$ cat config.mk
export PLATFORM = sky130hd
export DESIGN_NAME = gauge_curve_value_to_angle_top
export DESIGN_NICKNAME = d
export VERILOG_FILES = /design/src/rtl/gcva_pkg.sv /design/src/rtl/gcva_mem.sv /design/src/rtl/gcva_md.sv /design/src/rtl/gcva_ctrl.sv /design/src/rtl/gauge_curve_value_to_angle_top.sv
export VERILOG_INCLUDE_DIRS = /design/src /design/src/rtl
export SDC_FILE = /design/constraint.sdc
export NUM_CORES = 2
export LEC_CHECK = 0
export ABC_AREA = 1
export BUFFER_PORTS_ARGS = -buffer_cell sky130_fd_sc_hd__clkbuf_2
export CORE_MARGIN = 8
export CORE_UTILIZATION = 36
export DETAILED_ROUTE_END_ITERATION = 10
export PLACE_DENSITY = 0.52
export SETUP_SLACK_MARGIN = 0.3
export SLEW_MARGIN = 0
export SYNTH_ARGS = -nofsm -noshare
export SYNTH_HDL_FRONTEND = slang
export SYNTH_SLANG_ARGS = --single-unit
$ cat constraint.sdc
create_clock -name clk -period 6 [get_ports clk]
set_input_delay 0.6 -clock clk [delete_from_list [all_inputs] [get_ports clk]]
set_output_delay 0.6 -clock clk [all_outputs]
set_load 0.01 [all_outputs]
$ cat src/rtl/gauge_curve_value_to_angle_top_macros.svh
// Assertion macros for the gauge curve RTL.
`ifndef GAUGE_CURVE_VALUE_TO_ANGLE_TOP_MACROS_SVH
`define GAUGE_CURVE_VALUE_TO_ANGLE_TOP_MACROS_SVH

// Consequent must hold in the same cycle as the antecedent.
`define GCVA_ASSERT_SAME(name, ante, cons, msg) \
    name: assert property (@(posedge clk) disable iff (!rst_n) (ante) |-> (cons)) \
        else $error(msg);

// Consequent must hold in the cycle after the antecedent.
`define GCVA_ASSERT_NEXT(name, ante, cons, msg) \
    name: assert property (@(posedge clk) disable iff (!rst_n) (ante) |=> (cons)) \
        else $error(msg);

`endif

$ cat src/rtl/gcva_pkg.sv
// Shared types, constants and defaults for the gauge curve value to angle block.
package gcva_pkg;

    localparam int CURVE_TYPES_DEF     = 5;
    localparam int POINTS_DEF          = 5;
    localparam int VALUE_FRAC_BITS_DEF = 8;

    localparam int VALUE_W = 32;
    localparam int ANGLE_W = 11;
    localparam int TYPE_W  = 3;
    localparam int INDEX_W = 3;
    localparam int MAG_W   = VALUE_W + 1;
    localparam int PROD_W  = MAG_W + ANGLE_W;

    localparam logic MODE_LOAD    = 1'b0;
    localparam logic MODE_CONVERT = 1'b1;

    typedef enum logic [2:0] {
        STAT_INTERP  = 3'd0,
        STAT_BELOW   = 3'd1,
        STAT_ABOVE   = 3'd2,
        STAT_FLAT    = 3'd3,
        STAT_INVALID = 3'd4
    } status_t;

    typedef struct packed {
        logic signed [VALUE_W-1:0] value;
        logic signed [ANGLE_W-1:0] ang;
    } point_t;

    typedef enum logic [2:0] {
        ST_IDLE,
        ST_FETCH,
        ST_CHECK,
        ST_DIV,
        ST_EMIT
    } ctrl_state_t;

    typedef enum logic [1:0] {
        MD_IDLE,
        MD_MUL,
        MD_DIV
    } md_state_t;

    typedef struct packed {
        logic               start;
        logic [MAG_W-1:0]   num;
        logic [ANGLE_W-1:0] mult;
        logic [MAG_W-1:0]   den;
    } md_req_t;

    typedef struct packed {
        logic               done;
        logic [ANGLE_W-1:0] quo;
    } md_rsp_t;

endpackage

$ cat src/rtl/gcva_mem.sv
// Calibration point memory: one write port, one registered read port.
module gcva_mem
    import gcva_pkg::*;
#(
    parameter int DEPTH  = CURVE_TYPES_DEF * 2 * POINTS_DEF,
    parameter int ADDR_W = $clog2(CURVE_TYPES_DEF * 2 * POINTS_DEF)
)
(
    input  logic              clk,
    input  logic              we,
    input  logic [ADDR_W-1:0] waddr,
    input  point_t            wdata,
    input  logic              re,
    input  logic [ADDR_W-1:0] raddr,
    output point_t            rdata
);

    point_t mem [DEPTH];
    point_t rdata_reg;

    always_ff @(posedge clk)
    begin
        if (we)
        begin
            mem[waddr] <= wdata;
        end
        if (re)
        begin
            rdata_reg <= mem[raddr];
        end
    end

    assign rdata = rdata_reg;

endmodule

$ cat src/rtl/gcva_md.sv
// Multiply then restoring divide unit: quotient of num * mult / den, one bit per cycle.
module gcva_md
    import gcva_pkg::*;
(
    input  logic    clk,
    input  logic    rst_n,
    input  md_req_t req,
    output md_rsp_t rsp
);

    localparam int CNT_W = $clog2(ANGLE_W);
    localparam logic [CNT_W-1:0] CNT_LAST = CNT_W'(ANGLE_W - 1);

    md_state_t          state_reg, state_next;
    logic [CNT_W-1:0]   cnt_reg, cnt_next;
    logic               done_reg, done_next;
    logic [MAG_W-1:0]   num_reg, num_next;
    logic [ANGLE_W-1:0] mult_reg, mult_next;
    logic [MAG_W-1:0]   den_reg, den_next;
    logic [MAG_W-1:0]   rem_reg, rem_next;
    logic [ANGLE_W-1:0] low_reg, low_next;

    logic [PROD_W-1:0]  prod;
    logic [MAG_W:0]     trial;
    logic               ge;

    assign prod  = PROD_W'(num_reg) * PROD_W'(mult_reg);
    assign trial = {rem_reg, low_reg[ANGLE_W-1]};
    assign ge    = trial >= {1'b0, den_reg};

    always_comb
    begin
        state_next = state_reg;
        cnt_next   = cnt_reg;
        done_next  = 1'b0;
        num_next   = num_reg;
        mult_next  = mult_reg;
        den_next   = den_reg;
        rem_next   = rem_reg;
        low_next   = low_reg;
        case (state_reg)
            MD_IDLE:
            begin
                if (req.start)
                begin
                    num_next   = req.num;
                    mult_next  = req.mult;
                    den_next   = req.den;
                    state_next = MD_MUL;
                end
            end
            MD_MUL:
            begin
                // The quotient never exceeds mult, so the high part already sits below den.
                {rem_next, low_next} = prod;
                cnt_next   = '0;
                state_next = MD_DIV;
            end
            MD_DIV:
            begin
                rem_next = ge ? MAG_W'(trial - {1'b0, den_reg}) : MAG_W'(trial);
                low_next = {low_reg[ANGLE_W-2:0], ge};
                cnt_next = cnt_reg + CNT_W'(1);
                if (cnt_reg == CNT_LAST)
                begin
                    done_next  = 1'b1;
                    state_next = MD_IDLE;
                end
            end
            default:
            begin
                state_next = MD_IDLE;
            end
        endcase
    end

    always_ff @(posedge clk or negedge rst_n)
    begin
        if (!rst_n)
        begin
            state_reg <= MD_IDLE;
            cnt_reg   <= '0;
            done_reg  <= 1'b0;
        end
        else
        begin
            state_reg <= state_next;
            cnt_reg   <= cnt_next;
            done_reg  <= done_next;
        end
    end

    always_ff @(posedge clk)
    begin
        num_reg  <= num_next;
        mult_reg <= mult_next;
        den_reg  <= den_next;
        rem_reg  <= rem_next;
        low_reg  <= low_next;
    end

    assign rsp.done = done_reg;
    assign rsp.quo  = low_reg;

endmodule

$ cat src/rtl/gcva_ctrl.sv
// Request sequencer: point loads, segment scan over the memory and the result register.
`include "gauge_curve_value_to_angle_top_macros.svh"

module gcva_ctrl
    import gcva_pkg::*;
#(
    parameter int CURVE_TYPES     = CURVE_TYPES_DEF,
    parameter int POINTS          = POINTS_DEF,
    parameter int VALUE_FRAC_BITS = VALUE_FRAC_BITS_DEF,
    parameter int ADDR_W          = $clog2(CURVE_TYPES_DEF * 2 * POINTS_DEF)
)
(
    input  logic                      clk,
    input  logic                      rst_n,
    input  logic                      req_valid,
    output logic                      req_stall,
    input  logic                      mode,
    input  logic [TYPE_W-1:0]         curve_type,
    input  logic                      position,
    input  logic [INDEX_W-1:0]        point_index,
    input  logic signed [VALUE_W-1:0] point_value,
    input  logic signed [ANGLE_W-1:0] point_angle,
    input  logic signed [VALUE_W-1:0] measured_value,
    output logic                      res_valid,
    input  logic                      res_stall,
    output logic signed [ANGLE_W-1:0] angle,
    output logic [2:0]                status,
    output logic                      mem_we,
    output logic [ADDR_W-1:0]         mem_waddr,
    output point_t                    mem_wdata,
    output logic                      mem_re,
    output logic [ADDR_W-1:0]         mem_raddr,
    input  point_t                    mem_rdata,
    output md_req_t                   md_req,
    input  md_rsp_t                   md_rsp
);

    localparam int K_W = $clog2(POINTS);
    localparam logic [K_W-1:0] K_LAST = K_W'(POINTS - 1);
    // A span below this count of value steps is narrower than 0.001 and counts as flat.
    localparam int FLAT_LIMIT = (2 ** VALUE_FRAC_BITS + 999) / 1000;

    ctrl_state_t               state_reg, state_next;
    logic [K_W-1:0]            k_reg, k_next;
    logic [ADDR_W-1:0]         base_reg, base_next;
    logic signed [VALUE_W-1:0] x_reg, x_next;
    point_t                    prev_reg, prev_next;
    point_t                    first_reg, first_next;
    logic signed [ANGLE_W-1:0] a1_reg, a1_next;
    logic                      desc_reg, desc_next;
    logic signed [ANGLE_W-1:0] res_angle_reg, res_angle_next;
    status_t                   res_status_reg, res_status_next;
    logic                      out_valid_reg, out_valid_next;
    logic signed [ANGLE_W-1:0] out_angle_reg, out_angle_next;
    status_t                   out_status_reg, out_status_next;

    logic                      req_accept;
    logic                      type_ok;
    logic                      idx_ok;
    logic [ADDR_W-1:0]         req_base;
    logic                      rising;
    logic                      in_seg;
    logic                      flat;
    logic                      desc;
    logic [MAG_W-1:0]          dv;
    logic [MAG_W-1:0]          dx;
    logic [ANGLE_W:0]          da;
    logic [MAG_W-1:0]          den_mag;
    logic [MAG_W-1:0]          num_mag;
    logic [ANGLE_W-1:0]        ang_mag;
    logic [ANGLE_W:0]          a1_ext;
    logic [ANGLE_W:0]          q_ext;
    logic                      emit_go;

    assign req_stall  = (state_reg != ST_IDLE);
    assign req_accept = req_valid && !req_stall;
    assign type_ok    = int'(curve_type) < CURVE_TYPES;
    assign idx_ok     = int'(point_index) < POINTS;
    assign req_base   = ADDR_W'(int'({curve_type, position}) * POINTS);

    assign mem_we          = req_accept && (mode == MODE_LOAD) && type_ok && idx_ok;
    assign mem_waddr       = ADDR_W'(int'({curve_type, position}) * POINTS + int'(point_index));
    assign mem_wdata.value = point_value;
    assign mem_wdata.ang   = point_angle;
    assign mem_raddr       = base_reg + ADDR_W'(k_reg);

    // Segment test between the held left point and the point just read.
    assign rising  = prev_reg.value <= mem_rdata.value;
    assign in_seg  = rising ? (x_reg >= prev_reg.value && x_reg <= mem_rdata.value)
                            : (x_reg >= mem_rdata.value && x_reg <= prev_reg.value);
    assign dv      = {mem_rdata.value[VALUE_W-1], mem_rdata.value}
                   - {prev_reg.value[VALUE_W-1], prev_reg.value};
    assign dx      = {x_reg[VALUE_W-1], x_reg} - {prev_reg.value[VALUE_W-1], prev_reg.value};
    assign den_mag = rising ? dv : MAG_W'(-dv);
    assign num_mag = (x_reg >= prev_reg.value) ? dx : MAG_W'(-dx);
    assign flat    = den_mag < MAG_W'(FLAT_LIMIT);
    assign desc    = mem_rdata.ang < prev_reg.ang;
    assign da      = {mem_rdata.ang[ANGLE_W-1], mem_rdata.ang}
                   - {prev_reg.ang[ANGLE_W-1], prev_reg.ang};
    assign ang_mag = desc ? ANGLE_W'(-da) : ANGLE_W'(da);

    assign a1_ext = {a1_reg[ANGLE_W-1], a1_reg};
    assign q_ext  = {1'b0, md_rsp.quo};

    assign emit_go = (state_reg == ST_EMIT) && (!out_valid_reg || !res_stall);

    always_comb
    begin
        state_next      = state_reg;
        k_next          = k_reg;
        base_next       = base_reg;
        x_next          = x_reg;
        prev_next       = prev_reg;
        first_next      = first_reg;
        a1_next         = a1_reg;
        desc_next       = desc_reg;
        res_angle_next  = res_angle_reg;
        res_status_next = res_status_reg;
        out_valid_next  = out_valid_reg && res_stall;
        out_angle_next  = out_angle_reg;
        out_status_next = out_status_reg;
        mem_re          = 1'b0;
        md_req          = '0;
        case (state_reg)
            ST_IDLE:
            begin
                if (req_accept && (mode == MODE_CONVERT))
                begin
                    x_next    = measured_value;
                    base_next = req_base;
                    k_next    = '0;
                    if (type_ok)
                    begin
                        state_next = ST_FETCH;
                    end
                    else
                    begin
                        res_angle_next  = '0;
                        res_status_next = STAT_INVALID;
                        state_next      = ST_EMIT;
                    end
                end
            end
            ST_FETCH:
            begin
                mem_re     = 1'b1;
                state_next = ST_CHECK;
            end
            ST_CHECK:
            begin
                prev_next = mem_rdata;
                if (k_reg == '0)
                begin
                    first_next = mem_rdata;
                    k_next     = k_reg + K_W'(1);
                    state_next = ST_FETCH;
                end
                else if (in_seg)
                begin
                    a1_next   = prev_reg.ang;
                    desc_next = desc;
                    if (flat)
                    begin
                        res_angle_next  = prev_reg.ang;
                        res_status_next = STAT_FLAT;
                        state_next      = ST_EMIT;
                    end
                    else
                    begin
                        md_req.start = 1'b1;
                        md_req.num   = num_mag;
                        md_req.mult  = ang_mag;
                        md_req.den   = den_mag;
                        state_next   = ST_DIV;
                    end
                end
                else if (k_reg == K_LAST)
                begin
                    if (x_reg < first_reg.value)
                    begin
                        res_angle_next  = first_reg.ang;
                        res_status_next = STAT_BELOW;
                    end
                    else
                    begin
                        res_angle_next  = mem_rdata.ang;
                        res_status_next = STAT_ABOVE;
                    end
                    state_next = ST_EMIT;
                end
                else
                begin
                    k_next     = k_reg + K_W'(1);
                    state_next = ST_FETCH;
                end
            end
            ST_DIV:
            begin
                if (md_rsp.done)
                begin
                    res_angle_next  = ANGLE_W'(desc_reg ? a1_ext - q_ext : a1_ext + q_ext);
                    res_status_next = STAT_INTERP;
                    state_next      = ST_EMIT;
                end
            end
            ST_EMIT:
            begin
                if (emit_go)
                begin
                    out_valid_next  = 1'b1;
                    out_angle_next  = res_angle_reg;
                    out_status_next = res_status_reg;
                    state_next      = ST_IDLE;
                end
            end
            default:
            begin
                state_next = ST_IDLE;
            end
        endcase
    end

    always_ff @(posedge clk or negedge rst_n)
    begin
        if (!rst_n)
        begin
            state_reg     <= ST_IDLE;
            k_reg         <= '0;
            out_valid_reg <= 1'b0;
        end
        else
        begin
            state_reg     <= state_next;
            k_reg         <= k_next;
            out_valid_reg <= out_valid_next;
        end
    end

    always_ff @(posedge clk)
    begin
        base_reg       <= base_next;
        x_reg          <= x_next;
        prev_reg       <= prev_next;
        first_reg      <= first_next;
        a1_reg         <= a1_next;
        desc_reg       <= desc_next;
        res_angle_reg  <= res_angle_next;
        res_status_reg <= res_status_next;
        out_angle_reg  <= out_angle_next;
        out_status_reg <= out_status_next;
    end

    assign res_valid = out_valid_reg;
    assign angle     = out_angle_reg;
    assign status    = out_status_reg;

    `GCVA_ASSERT_SAME(a_div_done_in_div, md_rsp.done, state_reg == ST_DIV, "divider done outside wait")
    `GCVA_ASSERT_SAME(a_k_in_range, state_reg != ST_IDLE, k_reg <= K_LAST, "point counter out of range")
    `GCVA_ASSERT_NEXT(a_emit_loads, emit_go, out_valid_reg && state_reg == ST_IDLE, "emit missed")

endmodule

$ cat src/rtl/gauge_curve_value_to_angle_top.sv
// Top level of the gauge curve value to angle block.
//
// Request channel (req_valid / req_stall): a request with mode 0 writes one
// calibration point (value and angle) of the curve chosen by curve_type and
// position if curve_type and point_index are in range; it returns nothing and
// the next request is taken in the next cycle. A request with mode 1 converts
// measured_value through the chosen curve and returns one result (angle,
// status) on res_valid / res_stall. One conversion is worked on at a time:
// the sequencer reads the curve's points from the point memory one at a time,
// each through a fetch and a check state; for an interpolated result a
// multiplier and a one-bit-per-cycle divider then compute the angle offset.
// req_stall is high while a conversion runs. The result register lets a new
// request in while an older result waits; a stalled receiver holds the
// result, and a following result waits in the sequencer. Reset clears the
// control state only: the point memory is not cleared and each point must be
// loaded before it is read.
module gauge_curve_value_to_angle_top
    import gcva_pkg::*;
#(
    parameter int CURVE_TYPES     = CURVE_TYPES_DEF,
    parameter int POINTS          = POINTS_DEF,
    parameter int VALUE_FRAC_BITS = VALUE_FRAC_BITS_DEF
)
(
    input  logic                      clk,
    input  logic                      rst_n,
    input  logic                      req_valid,
    output logic                      req_stall,
    input  logic                      mode,
    input  logic [TYPE_W-1:0]         curve_type,
    input  logic                      position,
    input  logic [INDEX_W-1:0]        point_index,
    input  logic signed [VALUE_W-1:0] point_value,
    input  logic signed [ANGLE_W-1:0] point_angle,
    input  logic signed [VALUE_W-1:0] measured_value,
    output logic                      res_valid,
    input  logic                      res_stall,
    output logic signed [ANGLE_W-1:0] angle,
    output logic [2:0]                status
);

    localparam int DEPTH  = CURVE_TYPES * 2 * POINTS;
    localparam int ADDR_W = $clog2(DEPTH);

    logic              mem_we;
    logic [ADDR_W-1:0] mem_waddr;
    point_t            mem_wdata;
    logic              mem_re;
    logic [ADDR_W-1:0] mem_raddr;
    point_t            mem_rdata;
    md_req_t           md_req;
    md_rsp_t           md_rsp;

    gcva_ctrl #(
        .CURVE_TYPES     (CURVE_TYPES),
        .POINTS          (POINTS),
        .VALUE_FRAC_BITS (VALUE_FRAC_BITS),
        .ADDR_W          (ADDR_W)
    ) u_ctrl (
        .clk            (clk),
        .rst_n          (rst_n),
        .req_valid      (req_valid),
        .req_stall      (req_stall),
        .mode           (mode),
        .curve_type     (curve_type),
        .position       (position),
        .point_index    (point_index),
        .point_value    (point_value),
        .point_angle    (point_angle),
        .measured_value (measured_value),
        .res_valid      (res_valid),
        .res_stall      (res_stall),
        .angle          (angle),
        .status         (status),
        .mem_we         (mem_we),
        .mem_waddr      (mem_waddr),
        .mem_wdata      (mem_wdata),
        .mem_re         (mem_re),
        .mem_raddr      (mem_raddr),
        .mem_rdata      (mem_rdata),
        .md_req         (md_req),
        .md_rsp         (md_rsp)
    );

    gcva_mem #(
        .DEPTH  (DEPTH),
        .ADDR_W (ADDR_W)
    ) u_mem (
        .clk   (clk),
        .we    (mem_we),
        .waddr (mem_waddr),
        .wdata (mem_wdata),
        .re    (mem_re),
        .raddr (mem_raddr),
        .rdata (mem_rdata)
    );

    gcva_md u_md (
        .clk   (clk),
        .rst_n (rst_n),
        .req   (md_req),
        .rsp   (md_rsp)
    );

endmodule
# [Word level (Yosys, flattened, before mapping)]
# Memory sizes are Yosys's and may differ from the RTL's. A register that Yosys moved wholly into a read port is not among the register bits.
# Cells that the tools add are included.
[word_totals] register_bits=299 mem_bits_rw=2150 input_bits=87 out_inout_bits=16 word_cells=158 memories=1
[op_classes] addsub=13 n_mul=2 n_lt_le_gt_ge=11 eq_ne=19 n_mux=55 n_bitwise=4 reduce_logical=30
[mem_list] memory="u_mem.mem" depth=50 width=43 rd=1 rd_ports_with_merged_regs=1 wr=1 line="gcva_mem.sv:18" source="point_t mem [DEPTH];"
[ops] operator="78-bit 2-to-1 mux" count=4
[ops] operator="11-bit 2-to-1 mux" count=10
[ops] operator="33-bit 2-to-1 mux" count=3
[ops] operator="32-bit less-or-equal comparator" count=3
[ops] operator="33-bit negation" count=2
[ops] operator="33-bit case mux with 2 select lines" count=1
[ops] operator="32-bit by 32-bit subtractor with 33-bit output" count=2
[ops] operator="32-bit greater-or-equal comparator" count=2
[ops] operator="3-bit 2-to-1 mux" count=19
[ops] operator="33-bit by 11-bit multiplier with 44-bit output" count=1
[ops] operator="34-bit by 33-bit greater-or-equal comparator with 1-bit output" count=1
[ops] operator="33-bit by 1-bit less-than comparator with 1-bit output (second input constant)" count=1
[ops] operator="11-bit case mux with 3 select lines" count=1
[ops] operator="33-bit subtractor" count=1
[ops] operator="32-bit less-than comparator" count=1
[ops] operator="11-bit case mux with 2 select lines" count=1
[ops] operator="11-bit subtractor" count=2
[ops] operator="3-bit case mux with 5 select lines" count=1
[ops] operator="11-bit adder" count=1
[ops] operator="11-bit less-than comparator" count=1
[ops] operator="11-bit negation" count=1
[ops] operator="2-bit AND reduction" count=5
[ops] operator="1-bit logical AND" count=9
[ops] operator="3-bit case mux with 3 select lines" count=1
[ops] operator="33 further kinds" count=60

# [Depth between registers and ports, before layout]
[depth] word_depth=10 ltp_mapped=33

# [Hierarchy]
# Synthesis repeated with hierarchy kept, for this count alone.
[unflattened] cells_unflattened=12670 hier_area_um2=125651.8
[modules_own_cells] mod="gcva_mem" instances=1 cells_each=7446 area_per_inst_um2=88656.3 seq_area_each_um2=65853.2
[modules_own_cells] mod="gcva_md" instances=1 cells_each=2848 area_per_inst_um2=20333.3 seq_area_each_um2=3808.7
[modules_own_cells] mod="gcva_ctrl" instances=1 cells_each=2376 area_per_inst_um2=16662.2 seq_area_each_um2=5099.9

# [Worst setup path after synthesis]
# OpenSTA, ideal clock, no wires.
[synth_timing] kind="reg-to-reg" from="reg u_md.mult_reg[2]" to="reg u_md.rem_reg[21], data pin" t_arrival_ps=5421 required_ps=5742 path_slack_ps=321 stages_incl_launch_ff=24 cell_sequence="edfxtp_1 -> clkbuf_1 -> clkbuf_1 -> nand2_1 -> fa_1 -> fa_1 -> inv_1 -> fa_1 -> fa_1 -> inv_1 -> fa_1 -> inv_1 -> ha_1 -> a21oi_1 -> nand2_1 -> a21boi_0 -> o21ai_0 -> a21oi_1 -> o21ai_0 -> a21oi_1 -> o21bai_1 -> or2_2 -> nand3_1 -> nand2_1"
[synth_via] elab_chain_len=2
[synth_lines] element="start, declared" line="gcva_md.sv:18" source="logic [ANGLE_W-1:0] mult_reg, mult_next;"
[synth_lines] element="start signal, assigned" line="gcva_md.sv:96" source="mult_reg <= mult_next;"
[synth_lines] element="33-bit by 11-bit multiplier with 44-bit output" line="gcva_md.sv:27" source="assign prod = PROD_W'(num_reg) * PROD_W'(mult_reg);"
[synth_lines] element="33-bit case mux with 2 select lines" line="gcva_md.sv:41" source="case (state_reg)"
[synth_lines] element="via u_md.rem_next[21]" line="gcva_md.sv:20" source="logic [MAG_W-1:0] rem_reg, rem_next;"
[synth_lines] element="end signal, assigned" line="gcva_md.sv:98" source="rem_reg <= rem_next;"
[synth_lines] element="end, declared" line="gcva_md.sv:20"
# The timed path passes the listed nets, and every way through them passes these cells.
# A chain may end at the register's enable or synchronous reset.

# [Worst setup path after layout]
[layout_timing] from="reg u_md.mult_reg[4]" to="reg u_md.rem_reg[31], data pin"
# The elaborated chain is that of the path after synthesis.

==> out/metrics.cfg <==
[clock_tree]
cts_tree = done
numCtsBuffers = 281
clock_path_buffers = 4
clock_sinks = 2492
path_clk_slew_ns = 0.06
insertion_delay_ns = 0.88
cts_max_level = 5
cts_root_buf = clkbuf_16

[floorplanning]
die_x_um = 590
io_pins = 103
initial_utilization = 0.362
rows = 210
fp.dieArea_um2 = 348000
core_um2 = 327000
die_h_um = 590

[logic_synthesis]
netlist_area_um2 = 118000
synth_ff_type = edfxtp_1
synth-seq-cells = 2492
async_flop_share = 0.00562
syn_inst = 10557
synth_edf_count = 2478
syn_nets = 11213
ys_types = 59
yosysSeqAreaShare = 0.631
synth_area_per_cell_um2 = 11.2
yosysWarningCount = 0

[cells_and_area]
final_common_cell = edfxtp_1
postLayoutCoreUtil = 0.418
top_register = u_mem.mem
fin_nets = 11436
layout_common_cells = edfxtp_1, nand2_1, nor2_1
largest_register_ffs = 2150
drive_above_1_share = 0.103
fin_area_um2 = 137000
syn_to_final_growth_pct = 15.6

[timing]
final_max_slew_viol_count = 0
rsz0062_at_grt = yes
timing.final.crit_share = 0.942
setup_viol = 0
finClkSkew_ns = 0.0382
fmax_mhz = 177
fin_crit_ns = 5.65
relSlewSlack = 0.182
finalHoldViolCount = 0
tightest_slew_ns = 1.23

[global_route]
grt_pass1_wl_um = 538000
grt_max_degree = 161
antenna_found_initial = 16
grt_use_total = 0.203
overflow = 0
first_global_vias = 80765

[power_and_ir_drop]
p_int_mw = 40.0
p_switching_mw = 24.4
p_leak_nw = 50.4
p_per_area_nw_per_um2 = 471
seqPwrFrac = 0.322
netSwitchingFraction = 0.379
combPwrFrac = 0.416
total_power_mw = 64.4
p_clk_frac = 0.262
ir_worst_vdd_uv = 451

[route]
wl_met3_um = 19900
drcViolationCount = 0
ant_nets = 0
drtIter0Drc = 7435
wire_per_inst_um = 23.9
vias = 82023
met1_length_um = 159000
viasPerCell = 5.34
firstDrtPassIters = 6
wl_met2_um = 178000
top_layer = met5
wl_um = 367000

[place]
dp_hpwl_um = 226000
routabilityCongestion = 0.896
port_buffers = 102
placed_cell_area_um2 = 126000

[setup_path]
path_class = reg -> reg
cp_top_family = adder cells
start_kind = register
crit_path_end_kind = register
rrSetupSlack_ns = 0.35
crit_slowest_cell = fa_1
worstRegToRegCells = 32
worstPathRequired_ns = 6.62
critPathCapture = u_md.rem_reg[31]$_DFFE_PP_
crit_fanout = 4
slowest_delay_ns = 0.55
cp.arrival_ns = 6.27
startpoint = u_md.mult_reg[4]$_SDFFCE_PP0P_
cp_num_cells = 32
r2r_start = u_md.mult_reg[4]$_SDFFCE_PP0P_
r2r-end = u_md.rem_reg[31]$_DFFE_PP_
cp_num_buf_inv = 9

[flow_run]
maxCapViolCount = 0

[run_status]
status = completed

[hold_path]
hold_class = in -> reg

## how the worst min path moves through the flow
stage                                 startpoint                      endpoint  slack (ns)  depth (start not counted)
4_1_cts                                 position  u_ctrl.base_reg[0]$_DFFE_PP_       0.004                          1
3_3_place_gp   u_ctrl.res_angle_reg[8]$_DFFE_PP_     u_ctrl.angle[8]$_DFFE_PP_        0.41                          0
2_1_floorplan                              rst_n   u_ctrl.k_reg[0]$_DFFE_PN0P_        0.30                          0
6_report                                position  u_ctrl.base_reg[0]$_DFFE_PP_        0.05                          1
5_1_grt                                 position  u_ctrl.base_reg[0]$_DFFE_PP_        0.02                          1
3_5_place_dp   u_ctrl.res_angle_reg[8]$_DFFE_PP_     u_ctrl.angle[8]$_DFFE_PP_        0.40                          0
## cell type report
type,count,area [um2]
Clock buffer,349,7450
Fill cell,30784,190000
Tap cell,4346,5440
Inverter,863,3260
Multi-Input combinational cell,6626,39400
Antenna cell,11,27.5
Clock inverter,155,1490
Sequential cell,2492,74800
Timing Repair Buffer,516,5100
## through the flow
| stage | hold slack [ns] | setup WS [ns] | cells | setup TNS, ns |
|---|---|---|---|---|
| final | 0.0525 | 0.346 | 15358 | 0 |
| after global routing | 0.0166 | 0.0953 | 15349 | 0 |
| after CTS | 0.00357 | 0.284 | 15303 | 0 |
| after detailed placement | 0.405 | -0.166 | 14757 | -0.677 |
| after global placement | 0.406 | -0.154 | 14757 | -0.649 |
| after floorplan | 0.304 | 0.321 | 10557 | 0 |
## timing repair
action,in CTS,in global routing
setup endpoints to repair,24,22
pin swaps,12,84
setup buffers,9,38
gates resized for setup,51,181
cloned,0,6
hold buffers,33,0
hold endpoints to repair,46,0
## power by group through the flow
stage / Clock (mW) / Combinational, mW / Sequential, mW
after global placement: 0 / 23.6 / 21.1
after CTS: 17.3 / 24.6 / 20.8
after floorplan: 0 / 15.5 / 20.9
after global routing: 17.9 / 29.7 / 20.8
after detailed placement: 0 / 23.9 / 21.1
final: 16.9 / 26.8 / 20.8
## Yosys cell counts (42+ instances only)
cell,instances,share of area
inv_1,841,0.027
o221ai_1,201,0.015
o21ai_0,1199,0.051
clkbuf_1,515,0.016
nor2_1,1522,0.048
a31oi_1,130,0.0069
fa_1,286,0.048
nand2_1,1552,0.049
xnor2_1,42,0.0031
o22ai_1,324,0.017
a21oi_1,380,0.016
xor2_1,94,0.0070
nand3_1,294,0.012
ha_1,283,0.030
nor3_1,67,0.0028
edfxtp_1,2478,0.63
## layer usage
metal	vias to the layer above	GRT usage
met5	-	0
met4	8	0.0501
met3	558	0.0266
met2	2602	0.349
met1	41140	0.273
li1	37715	-
## cells by family (layout without fill, tap and decap cells)
| kind of cell | after synthesis | count (layout) | share of synthesized area |
|---|---|---|---|
| compound gates | 2339 | 2339 | 0.112 |
| xor+xnor | 136 | 136 | 0.0101 |
| fa+ha+maj | 569 | 569 | 0.0782 |
| buf+inv | 1439 | 1883 | 0.0461 |
| flops | 2492 | 2492 | 0.631 |
| mux | 32 | 32 | 0.00270 |
| other cells | 0 | 11 | 0 |
| simple gates | 3550 | 3550 | 0.119 |
Note: power is estimated with default switching activity, not from simulation.
